### src/sv/mitd_pkg.sv
// ----------------------------------------------------------------------------
// mitd_pkg: shared definitions for the integrate-and-dump threshold detector
// Widths, register indexes, reset values and the types passed between the
// lanes, the merging stage and the top level.
// ----------------------------------------------------------------------------
package mitd_pkg;

    // Lanes actually built; the ports always carry MAX_CH channels
    localparam int CHANNELS   = 8;
    localparam int MAX_CH     = 8;

    localparam int SAMPLE_W   = 8;
    localparam int SUM_W      = 18;
    localparam int CNT_W      = 10;
    localparam int MASK_W     = MAX_CH;
    localparam int CHG_W      = 16;
    localparam int CFG_IDX_W  = 4;
    localparam int CFG_DATA_W = 18;

    localparam logic [SUM_W-1:0] SUM_MAX = {SUM_W{1'b1}};
    localparam logic [CNT_W-1:0] CNT_MAX = {CNT_W{1'b1}};

    // Register indexes
    localparam logic [CFG_IDX_W-1:0] REG_WINDOW    = CFG_IDX_W'(0);
    localparam logic [CFG_IDX_W-1:0] REG_THRESHOLD = CFG_IDX_W'(1);

    // Register reset values
    localparam logic [CNT_W-1:0] WINDOW_RST    = CNT_W'(50);
    localparam logic [SUM_W-1:0] THRESHOLD_RST = SUM_W'(800);

    // Per-request control for every lane
    typedef struct packed {
        logic add;   // good request accepted: add the sample
        logic dump;  // window completes: clear the sum
    } t_lane_ctrl;

    // One finished window
    typedef struct packed {
        logic [MAX_CH-1:0][SUM_W-1:0] total;
        logic [MASK_W-1:0]            mask;
        logic                         changed;
        logic [CHG_W-1:0]             count;
    } t_result;

endpackage

### src/sv/mitd_lane.sv
// ----------------------------------------------------------------------------
// mitd_lane: one channel accumulator with threshold compare
// Adds the sample of each good request to the running sum, reports the sum
// including this request and whether it lies above the threshold.
// ----------------------------------------------------------------------------
module mitd_lane
    import mitd_pkg::*;
(
    input  logic                i_clk,
    input  logic                i_rst_n,
    input  t_lane_ctrl          i_ctrl,
    input  logic [SAMPLE_W-1:0] i_sample,
    input  logic [SUM_W-1:0]    i_threshold,
    output logic [SUM_W-1:0]    o_total,
    output logic                o_active
);

    logic [SUM_W-1:0] r_sum;
    logic [SUM_W-1:0] n_sum;
    logic [SUM_W:0]   sum_wide;
    logic [SUM_W-1:0] sum_sat;

    // Add the sample, saturate at the top of the range
    always_comb begin
        sum_wide = {1'b0, r_sum} + {{(SUM_W + 1 - SAMPLE_W){1'b0}}, i_sample};
        sum_sat  = sum_wide[SUM_W] ? SUM_MAX : sum_wide[SUM_W-1:0];
    end

    assign o_total  = sum_sat;
    assign o_active = (sum_sat > i_threshold);

    // Clear on dump, advance on a good request, hold otherwise
    always_comb begin
        n_sum = r_sum;
        if (i_ctrl.dump) begin
            n_sum = '0;
        end else if (i_ctrl.add) begin
            n_sum = sum_sat;
        end
    end

    always_ff @(posedge i_clk) begin
        if (!i_rst_n) begin
            r_sum <= '0;
        end else begin
            r_sum <= n_sum;
        end
    end

endmodule

### src/sv/mitd_merge.sv
// ----------------------------------------------------------------------------
// mitd_merge: mask tracking and result buffer
// Compares the lanes' active mask against the stored mask, counts changes and
// holds finished windows in an output register with one skid entry.
// ----------------------------------------------------------------------------
module mitd_merge
    import mitd_pkg::*;
(
    input  logic                         i_clk,
    input  logic                         i_rst_n,
    input  logic                         i_push,
    input  logic [MAX_CH-1:0][SUM_W-1:0] i_total,
    input  logic [MASK_W-1:0]            i_mask,
    input  logic                         i_stall,
    output logic                         o_valid,
    output t_result                      o_result,
    output logic                         o_full
);

    logic [MASK_W-1:0] r_mask;
    logic [MASK_W-1:0] n_mask;
    logic [CHG_W-1:0]  r_changes;
    logic [CHG_W-1:0]  n_changes;
    logic              r_out_valid;
    logic              n_out_valid;
    logic              r_skid_valid;
    logic              n_skid_valid;
    t_result           r_out;
    t_result           n_out;
    t_result           r_skid;
    t_result           n_skid;
    t_result           new_res;
    logic              differs;
    logic              take;

    // Build the new result from the lanes and the mask history
    always_comb begin
        differs           = (i_mask != r_mask);
        new_res.total     = i_total;
        new_res.mask      = i_mask;
        new_res.changed   = differs;
        new_res.count     = differs ? (r_changes + CHG_W'(1)) : r_changes;
        n_mask            = (i_push && differs) ? i_mask : r_mask;
        n_changes         = i_push ? new_res.count : r_changes;
    end

    assign take = r_out_valid && !i_stall;

    // Drain into the output register, park in the skid entry while stalled
    always_comb begin
        n_out_valid  = r_out_valid;
        n_skid_valid = r_skid_valid;
        n_out        = r_out;
        n_skid       = r_skid;
        if (take || !r_out_valid) begin
            if (r_skid_valid) begin
                n_out        = r_skid;
                n_out_valid  = 1'b1;
                n_skid_valid = 1'b0;
            end else if (i_push) begin
                n_out        = new_res;
                n_out_valid  = 1'b1;
            end else begin
                n_out_valid  = 1'b0;
            end
        end else if (i_push) begin
            n_skid       = new_res;
            n_skid_valid = 1'b1;
        end
    end

    always_ff @(posedge i_clk) begin
        if (!i_rst_n) begin
            r_mask       <= '0;
            r_changes    <= '0;
            r_out_valid  <= 1'b0;
            r_skid_valid <= 1'b0;
        end else begin
            r_mask       <= n_mask;
            r_changes    <= n_changes;
            r_out_valid  <= n_out_valid;
            r_skid_valid <= n_skid_valid;
        end
    end

    always_ff @(posedge i_clk) begin
        r_out  <= n_out;
        r_skid <= n_skid;
    end

    assign o_valid  = r_out_valid;
    assign o_result = r_out;
    assign o_full   = r_skid_valid;

    // A parked result always has one ahead of it
    a_skid_behind_out: assert property (@(posedge i_clk) disable iff (!i_rst_n)
        r_skid_valid |-> r_out_valid)
        else $error("skid entry valid with empty output register");

    // No new result may arrive while the skid entry is occupied
    a_no_push_when_full: assert property (@(posedge i_clk) disable iff (!i_rst_n)
        i_push |-> !r_skid_valid)
        else $error("result pushed into full buffer");

    // The change counter moves by one exactly when a changed window is pushed
    a_change_count: assert property (@(posedge i_clk) disable iff (!i_rst_n)
        (i_push && differs) |=> (r_changes == $past(r_changes) + CHG_W'(1)))
        else $error("change counter did not advance");

    // Without a push, the mask history holds
    a_history_holds: assert property (@(posedge i_clk) disable iff (!i_rst_n)
        !i_push |=> ($stable(r_mask) && $stable(r_changes)))
        else $error("mask history changed without a result");

endmodule

### src/sv/multichannel_integrate_threshold_detect.sv
// ----------------------------------------------------------------------------
// multichannel_integrate_threshold_detect: windowed per-channel threshold detector
// Sums eight channels over a window of good packets and flags active channels.
// ----------------------------------------------------------------------------
// Usage:
//   Input channel (i_valid / o_stall): one request per packet, eight 8-bit
//   samples plus i_packet_good. Bad packets are dropped with no effect.
//   Output channel (o_valid / i_stall): one request per finished window with
//   eight totals, the active mask, the change flag and the change count.
//   Config channel (i_cfg_valid / o_cfg_ready): index 0 is the window length
//   (0 acts as 1), index 1 the threshold; ready is always high. Write only
//   while no window is in flight.
//   Throughput: one packet per cycle while o_stall is low; the eight lane
//   adders and compares run in parallel. A window's result is registered,
//   when its last packet is accepted, into the output register or the skid entry.
//   Stall: the output register plus one skid entry keep packets flowing while
//   a result waits; o_stall rises only when both hold a result.
//   Reset: sums, packet count, stored mask and change counter clear; window
//   length returns to 50 and threshold to 800.
// ----------------------------------------------------------------------------
module multichannel_integrate_threshold_detect
    import mitd_pkg::*;
(
    input  logic                  i_clk,
    input  logic                  i_rst_n,
    // packet channel
    input  logic                  i_valid,
    output logic                  o_stall,
    input  logic                  i_packet_good,
    input  logic [SAMPLE_W-1:0]   i_sample_ch0,
    input  logic [SAMPLE_W-1:0]   i_sample_ch1,
    input  logic [SAMPLE_W-1:0]   i_sample_ch2,
    input  logic [SAMPLE_W-1:0]   i_sample_ch3,
    input  logic [SAMPLE_W-1:0]   i_sample_ch4,
    input  logic [SAMPLE_W-1:0]   i_sample_ch5,
    input  logic [SAMPLE_W-1:0]   i_sample_ch6,
    input  logic [SAMPLE_W-1:0]   i_sample_ch7,
    // result channel
    output logic                  o_valid,
    input  logic                  i_stall,
    output logic [SUM_W-1:0]      o_total_ch0,
    output logic [SUM_W-1:0]      o_total_ch1,
    output logic [SUM_W-1:0]      o_total_ch2,
    output logic [SUM_W-1:0]      o_total_ch3,
    output logic [SUM_W-1:0]      o_total_ch4,
    output logic [SUM_W-1:0]      o_total_ch5,
    output logic [SUM_W-1:0]      o_total_ch6,
    output logic [SUM_W-1:0]      o_total_ch7,
    output logic [MASK_W-1:0]     o_active_mask,
    output logic                  o_mask_changed,
    output logic [CHG_W-1:0]      o_change_count,
    // configuration channel
    input  logic                  i_cfg_valid,
    output logic                  o_cfg_ready,
    input  logic [CFG_IDX_W-1:0]  i_cfg_index,
    input  logic [CFG_DATA_W-1:0] i_cfg_data
);

    logic [CNT_W-1:0]             r_window;
    logic [CNT_W-1:0]             n_window;
    logic [SUM_W-1:0]             r_threshold;
    logic [SUM_W-1:0]             n_threshold;
    logic [CNT_W-1:0]             r_count;
    logic [CNT_W-1:0]             n_count;
    logic [CNT_W-1:0]             count_inc;
    logic [CNT_W-1:0]             win_eff;
    logic                         accept;
    logic                         good;
    logic                         dump;
    logic                         full;
    t_lane_ctrl                   lane_ctrl;
    logic [MAX_CH-1:0][SAMPLE_W-1:0] samples;
    logic [MAX_CH-1:0][SUM_W-1:0] totals;
    logic [MASK_W-1:0]            mask;
    t_result                      result;

    assign samples = {i_sample_ch7, i_sample_ch6, i_sample_ch5, i_sample_ch4,
                      i_sample_ch3, i_sample_ch2, i_sample_ch1, i_sample_ch0};

    // Handshake: stall only when the result buffer is full
    assign o_stall = full;
    assign accept  = i_valid && !full;
    assign good    = accept && i_packet_good;

    // Packet count and window end
    always_comb begin
        count_inc = (r_count < CNT_MAX) ? (r_count + CNT_W'(1)) : r_count;
        win_eff   = (r_window == '0) ? CNT_W'(1) : r_window;
        dump      = good && (count_inc >= win_eff);
        n_count   = r_count;
        if (dump) begin
            n_count = '0;
        end else if (good) begin
            n_count = count_inc;
        end
    end

    assign lane_ctrl.add  = good;
    assign lane_ctrl.dump = dump;

    // Configuration decode
    assign o_cfg_ready = 1'b1;

    always_comb begin
        n_window    = r_window;
        n_threshold = r_threshold;
        if (i_cfg_valid) begin
            unique case (i_cfg_index)
                REG_WINDOW:    n_window    = i_cfg_data[CNT_W-1:0];
                REG_THRESHOLD: n_threshold = i_cfg_data[SUM_W-1:0];
                default:       ;
            endcase
        end
    end

    always_ff @(posedge i_clk) begin
        if (!i_rst_n) begin
            r_window    <= WINDOW_RST;
            r_threshold <= THRESHOLD_RST;
            r_count     <= '0;
        end else begin
            r_window    <= n_window;
            r_threshold <= n_threshold;
            r_count     <= n_count;
        end
    end

    // Lanes; unused channels report zero and stay inactive
    for (genvar g = 0; g < MAX_CH; g++) begin : g_lane
        if (g < CHANNELS) begin : g_used
            mitd_lane u_lane (
                .i_clk       (i_clk),
                .i_rst_n     (i_rst_n),
                .i_ctrl      (lane_ctrl),
                .i_sample    (samples[g]),
                .i_threshold (r_threshold),
                .o_total     (totals[g]),
                .o_active    (mask[g])
            );
        end else begin : g_unused
            assign totals[g] = '0;
            assign mask[g]   = 1'b0;
        end
    end

    mitd_merge u_merge (
        .i_clk    (i_clk),
        .i_rst_n  (i_rst_n),
        .i_push   (dump),
        .i_total  (totals),
        .i_mask   (mask),
        .i_stall  (i_stall),
        .o_valid  (o_valid),
        .o_result (result),
        .o_full   (full)
    );

    assign o_total_ch0    = result.total[0];
    assign o_total_ch1    = result.total[1];
    assign o_total_ch2    = result.total[2];
    assign o_total_ch3    = result.total[3];
    assign o_total_ch4    = result.total[4];
    assign o_total_ch5    = result.total[5];
    assign o_total_ch6    = result.total[6];
    assign o_total_ch7    = result.total[7];
    assign o_active_mask  = result.mask;
    assign o_mask_changed = result.changed;
    assign o_change_count = result.count;

endmodule
### config.mk
export PLATFORM = sky130hd
export DESIGN_NAME = multichannel_integrate_threshold_detect
export DESIGN_NICKNAME = d
export VERILOG_FILES = /design/src/sv/mitd_pkg.sv /design/src/sv/mitd_lane.sv /design/src/sv/mitd_merge.sv /design/src/sv/multichannel_integrate_threshold_detect.sv
export SDC_FILE = /design/constraint.sdc
export NUM_CORES = 1
export LEC_CHECK = 0
export BUFFER_PORTS_ARGS = -buffer_cell sky130_fd_sc_hd__buf_2
export CAP_MARGIN = 40
export CELL_PAD_IN_SITES_DETAIL_PLACEMENT = 2
export CELL_PAD_IN_SITES_GLOBAL_PLACEMENT = 2
export CORE_MARGIN = 2
export CORE_UTILIZATION = 36
export DETAILED_ROUTE_END_ITERATION = 8
export PLACE_DENSITY = 0.83
export SLEW_MARGIN = 5
export SYNTH_ARGS = -nofsm -noshare
export SYNTH_HDL_FRONTEND = slang
export SYNTH_SLANG_ARGS = --single-unit
### constraint.sdc
create_clock -name i_clk -period 11.2 [get_ports i_clk]
set_input_delay 1.12 -clock i_clk [delete_from_list [all_inputs] [get_ports i_clk]]
set_output_delay 1.12 -clock i_clk [all_outputs]
set_load 0.1 [all_outputs]
# [Word-level counts from Yosys, hierarchy flattened]
# Index checks and enable logic that the tools add are counted.
[classes] add_sub_neg=10 magnitude_cmp=10 eq_ne=2 muxes=15 bitwise=2 n_reduce_logical=18
[op_table] op="169-bit two-way mux" n=2
[op_table] op="18-bit by 8-bit adder with 19-bit output" n=8
[op_table] op="18-bit > comparator" n=8
[op_table] op="18-bit two-way mux" n=8
[op_table] op="10-bit two-way mux" n=2
[op_table] op="16-bit by 1-bit adder with 16-bit output (second input constant)" n=1
[op_table] op="16-bit two-way mux" n=1
[op_table] op="10-bit by 1-bit adder with 10-bit output (second input constant)" n=1
[op_table] op="10-bit >= comparator" n=1
[op_table] op="10-bit zero test" n=1
[op_table] op="10-bit < comparator (second input constant)" n=1
[op_table] op="8-bit inequality test" n=1
[op_table] op="2-bit AND reduction" n=4
[op_table] op="1-bit logical AND" n=5
[op_table] op="4-bit by 1-bit equality test with 1-bit output (second input constant)" n=1
[op_table] op="4-bit zero test" n=1
[op_table] op="2-bit OR reduction" n=2
[op_table] op="1-bit zero test" n=3
[op_table] op="1-bit two-way mux" n=2
[op_table] op="1-bit NOT" n=2
[op_table] op="2-bit nonzero test" n=1
[op_table] op="1-bit logical OR" n=1
[word_totals] ff_bits=546 in_bits=92 word_cells=94

# [Logic depth before layout (Yosys ltp)]
[logic_depth] word_depth=7 ltp_mapped=26 mapped_depth_nobuf=23

# [By module]
# Synthesis repeated with hierarchy kept, for this count alone.
[hier_totals] cells_unflattened=2900 hier_area_um2=30297.8
[modules_own_cells] module="mitd_lane" instances=8 cells_per_inst=244 area_each_um2=1828.0 seq_area_each_um2=360.3
[modules_own_cells] module="mitd_merge" instances=1 cells_per_inst=715 area_each_um2=13670.6 seq_area_each_um2=10670.2
[modules_own_cells] module="multichannel_integrate_threshold_detect" instances=1 cells_per_inst=233 area_each_um2=2003.2 seq_area_each_um2=760.7

# [Worst setup path after synthesis]
# No wires, ideal clock.
[synth_path] kind="register to register" startpoint="register r_count[0]" endpoint="register u_merge.r_out (netlist bit u_merge.o_result[0]), enable pin" setup_time_ps=754 t_arrival_ps=11298 required_ps=10446 slack_ps=-852 path_stages_with_launch=19 path_buffers=3 path_cell_list="dfxtp_1 > ha_1 > and3_1 > and3_1 > clkbuf_1 > nand3_1 > clkbuf_1 > xnor2_1 > ha_1 > nand2b_1 > a21o_1 > a21o_1 > a211o_1 > a21oi_1 > o21ai_0 > a21o_1 > clkbuf_1 > nor2_1 > a21oi_1"
[synth_via] elab_chain_cells=6 word_cells_on_any_way=7
[synth_lines] element="start: declaration" line="multichannel_integrate_threshold_detect.sv:63" text="logic [CNT_W-1:0] r_count;"
[synth_lines] element="start signal: assignment" line="multichannel_integrate_threshold_detect.sv:124" text="r_count <= n_count;"
[synth_lines] element="10-bit by 1-bit adder with 10-bit output or 10-bit < comparator (tied branches)" line="multichannel_integrate_threshold_detect.sv:87" text="count_inc = (r_count < CNT_MAX) ? (r_count + CNT_W'(1)) : r_count;"
[synth_lines] element="10-bit two-way mux (*)" line="multichannel_integrate_threshold_detect.sv:87"
[synth_lines] element="10-bit >= comparator (*)" line="multichannel_integrate_threshold_detect.sv:89" text="dump = good && (count_inc >= win_eff);"
[synth_lines] element="1-bit logical AND (*)" line="multichannel_integrate_threshold_detect.sv:89"
[synth_lines] element="2-bit nonzero test (no line) (*)"
[synth_lines] element="2-bit AND reduction (no line) (*)"
[synth_lines] element="end signal: assignment" line="mitd_merge.sv:87" text="r_out <= n_out;"
[synth_lines] element="end: declaration" line="mitd_merge.sv:28" text="t_result r_out;"
# Mark *: on every way between the ends. The rest lies on a longest branch, timed or not.
# A chain may end at the register's enable or synchronous reset.

==> impl_metrics.env <==
export IMPL_coreArea_mm2=0.0793
export IMPL_power_leakage_nw=13.7
export IMPL_p_switching_mw=1.36
export IMPL_rsz0062_at_grt="false"
export IMPL_synth_cell_types=69
export IMPL_grt_pass1_wl_um=162000
export IMPL_irDropWorstVdd_uv=78.6
export IMPL_endpoint_kind="flip-flop"
export IMPL_port_buffers=262
export IMPL_placed_area_mm2=0.0315
export IMPL_synth_cells=2768
export IMPL_grtUsageMet3=0.0406
export IMPL_cts_sink_count=546
export IMPL_critPathRequiredTime_ns=11.55
export IMPL_htree_levels=3
export IMPL_track_usage=0.256
export IMPL_critPathMaxFanout=57
export IMPL_final_cell_mix="edfxtp_1, nand2_1, buf_2"
export IMPL_seq_area_frac_synth=0.495
export IMPL_synth_edf_count=338
export IMPL_status="finished, final reports clean"
export IMPL_cts_made_buffers=66
export IMPL_cts_setup_buffers=0
export IMPL_grtUsageMet1=0.310
export IMPL_worstRegToRegCells=24
export IMPL_drt_iter0_drc=1255
export IMPL_cts_root_buf="clkbuf_16"
export IMPL_drc=0
export IMPL_switching_share=0.261
export IMPL_antenna_found_initial=4
export IMPL_grt_pass1_vias=26200
export IMPL_crit_type="primary input to flip-flop"
export IMPL_drt_wl_total_um=107000
export IMPL_holdPathEnd="r_threshold[6]"
export IMPL_grt_max_degree=78
export IMPL_dpl_worst_slack_ns=3.18
export IMPL_synth_area_per_cell_um2=10.4
export IMPL_slew_headroom=0.389
export IMPL_reg2reg_to="u_merge.o_result[1]"
export IMPL_cts_hold_buf=0
export IMPL_grt_ovfl_total=0
export IMPL_via_count=23500
export IMPL_seqPwrFrac=0.424
export IMPL_clk_pin_slew_worst_paths_ns=0.06
export IMPL_reg2reg_setup_slack_ns=3.97
export IMPL_fin_tns_setup_ns=0
export IMPL_top_usage_layer="met2"
export IMPL_post_route_cell_area_mm2=0.0339
export IMPL_internal_power_mw=3.84
export IMPL_grt_use_met2=0.454
export IMPL_report_final_hold_viol_count=0
export IMPL_fin_crit_ns=7.52
export IMPL_p_clk_frac=0.449
export IMPL_max_freq_ghz=0.133
export IMPL_fin_skew_ns=0.0306
export IMPL_clockBufferDepth=3
export IMPL_yosysWarnings=0
export IMPL_min_period_over_period=0.672
export IMPL_die_y_um=287
export IMPL_die_w_um=287
export IMPL_r2r_start="g_lane[3].g_used.u_lane.r_sum[0]"
export IMPL_hp_start="r_threshold[6]"
export IMPL_whs_path_depth=2
export IMPL_cts_resized=0
export IMPL_vias_per_cell=5.72
export IMPL_setup_viol=0
export IMPL_power_density_mw_per_mm2=154
export IMPL_syn_nets=3088
export IMPL_worstPathArrival_ns=7.87
export IMPL_hold_class="flip-flop to flip-flop"
export IMPL_wl_per_cell_um=26.0
export IMPL_die_area_mm2=0.0825
export IMPL_setup_ws_ns=3.68
export IMPL_pin_count=264
export IMPL_worst_slew_pin_slew_ns=0.916
export IMPL_final_common_cell="edfxtp_1"
export IMPL_area_growth_pct=17.2
export IMPL_ys_async_sr_fraction=0
export IMPL_cts_tree="built"
export IMPL_gp_congestion=0.843
export IMPL_syn_area_mm2=0.0289
export IMPL_insertion_delay_ns=0.62
export IMPL_hpwl_um=74500
export IMPL_fin_nets=3331
export IMPL_slew_violations=0
export IMPL_drive_gt1_frac=0.192
export IMPL_combPwrFrac=0.127
export IMPL_first_pass_iters=5
export IMPL_synthFlopType="edfxtp_1"
export IMPL_start_kind="primary input"
export IMPL_rows=103
export IMPL_drv_cap=0
export IMPL_ys_ff_latch=546
export IMPL_start_util=0.365
export IMPL_ant_nets=0
==> state kept, by name (all words and copies together) (netlist names) <==
| name | flops |
|---|---|
| r_count | 10 |
| u_merge.r_mask | 8 |
| u_merge.o_full | 1 |
| g_lane.g_used.u_lane.r_sum | 144 |
| r_threshold | 18 |
| u_merge.o_valid | 1 |
| u_merge.r_changes | 16 |
| r_window | 10 |
| u_merge.r_skid | 169 |
| u_merge.o_result | 169 |
==> power groups by stage <==
stage | registers (mW) | clock network [mW] | logic (mW)
2_1_floorplan | 2.24 | 0 | 0.426
3_3_place_gp | 2.24 | 0 | 0.584
3_5_place_dp | 2.24 | 0 | 0.646
4_1_cts | 2.20 | 2.38 | 0.662
5_1_grt | 2.21 | 2.45 | 0.728
6_report | 2.20 | 2.33 | 0.661
==> final cells by class <==
cell class | count | area (um^2)
antenna | 3 | 7.51
sequential | 546 | 14300
inverter | 112 | 425
fill | 8332 | 45400
tap | 1050 | 1310
timing repair buffer | 302 | 1740
multi-input combinational | 1983 | 13700
clock inverter | 33 | 434
clock buffer | 87 | 1880
==> critical path, cell delays in order <==
cell,delay [ns]
buf_2,0.10
ha_1,0.21
inv_1,0.08
fa_1,0.19
nor2b_1,0.07
o21ai_0,0.25
a21boi_0,0.15
o21ai_0,0.39
a21oi_1,0.24
o21ai_0,0.61
nor2_1,0.24
or2_2,0.38
ha_1,0.31
a211oi_1,0.24
nor2_1,0.10
a2111oi_1,0.68
buf_4,0.25
nor3_1,0.08
a211oi_1,0.30
o211ai_1,0.21
nor4_4,0.28
buf_4,0.51
inv_2,0.22
mux2_4,0.36
mux2_2,0.26
==> synth_stat cells, types with 31 or more instances <==
master / n / area (um^2)
inv_1: 110 / 413
edfxtp_1: 338 / 10100
dfxtp_1: 208 / 4160
o21ai_0: 101 / 505
xnor2_1: 60 / 526
a211oi_1: 36 / 270
ha_1: 220 / 2750
nand2_1: 271 / 1020
and3_1: 37 / 231
nor2_1: 237 / 890
mux2i_1: 32 / 320
nand4_1: 47 / 294
o31ai_1: 31 / 233
xor2_1: 41 / 359
a21oi_1: 164 / 821
a31oi_1: 58 / 363
mux2_2: 142 / 1600
nand3_1: 72 / 360
a21o_1: 35 / 263
clkbuf_1: 106 / 398
nor3_1: 99 / 495
==> metal layers <==
metal  wire (um)  share of wire
met5           0              0
met4        3740          0.035
met3        4490          0.042
met2       54200           0.51
met1       44700           0.42
==> worst max-delay path by stage <==
stage	from	end	cells past startpoint
after global routing	i_sample_ch5[0]	u_merge.o_result[1]	24
final	i_sample_ch3[0]	u_merge.o_result[1]	25
after floorplan	r_count[0]	u_merge.r_skid[0]	18
after global placement	i_sample_ch3[0]	u_merge.o_result[1]	24
after CTS	i_sample_ch3[0]	u_merge.o_result[1]	24
after detailed placement	i_sample_ch3[0]	u_merge.o_result[1]	24
==> metrics by stage <==
| step | hold WS [ns] | power (mW) | utilization | std cells |
|---|---|---|---|---|
| 2_1_floorplan | 0.436 | 2.66 | - | 2768 |
| 3_3_place_gp | 0.443 | 2.82 | 0.395 | 3981 |
| 3_5_place_dp | 0.452 | 2.89 | 0.397 | 3990 |
| 4_1_cts | 0.460 | 5.24 | 0.427 | 4110 |
| 5_1_grt | 0.484 | 5.38 | 0.427 | 4114 |
| 6_report | 0.459 | 5.20 | 0.427 | 4116 |
==> cell families after synthesis <==
| logic type | synth area share |
|---|---|
| other | 0.000130 |
| adder cells (fa/ha/maj) | 0.101 |
| XOR/XNOR | 0.0306 |
| buffers and inverters | 0.0319 |
| flip-flops | 0.495 |
| AND/OR/NAND/NOR | 0.149 |
| multiplexers | 0.0669 |
| AO/OA/AOI/OAI | 0.126 |
No activity file was read; power rests on OpenSTA's default activity.
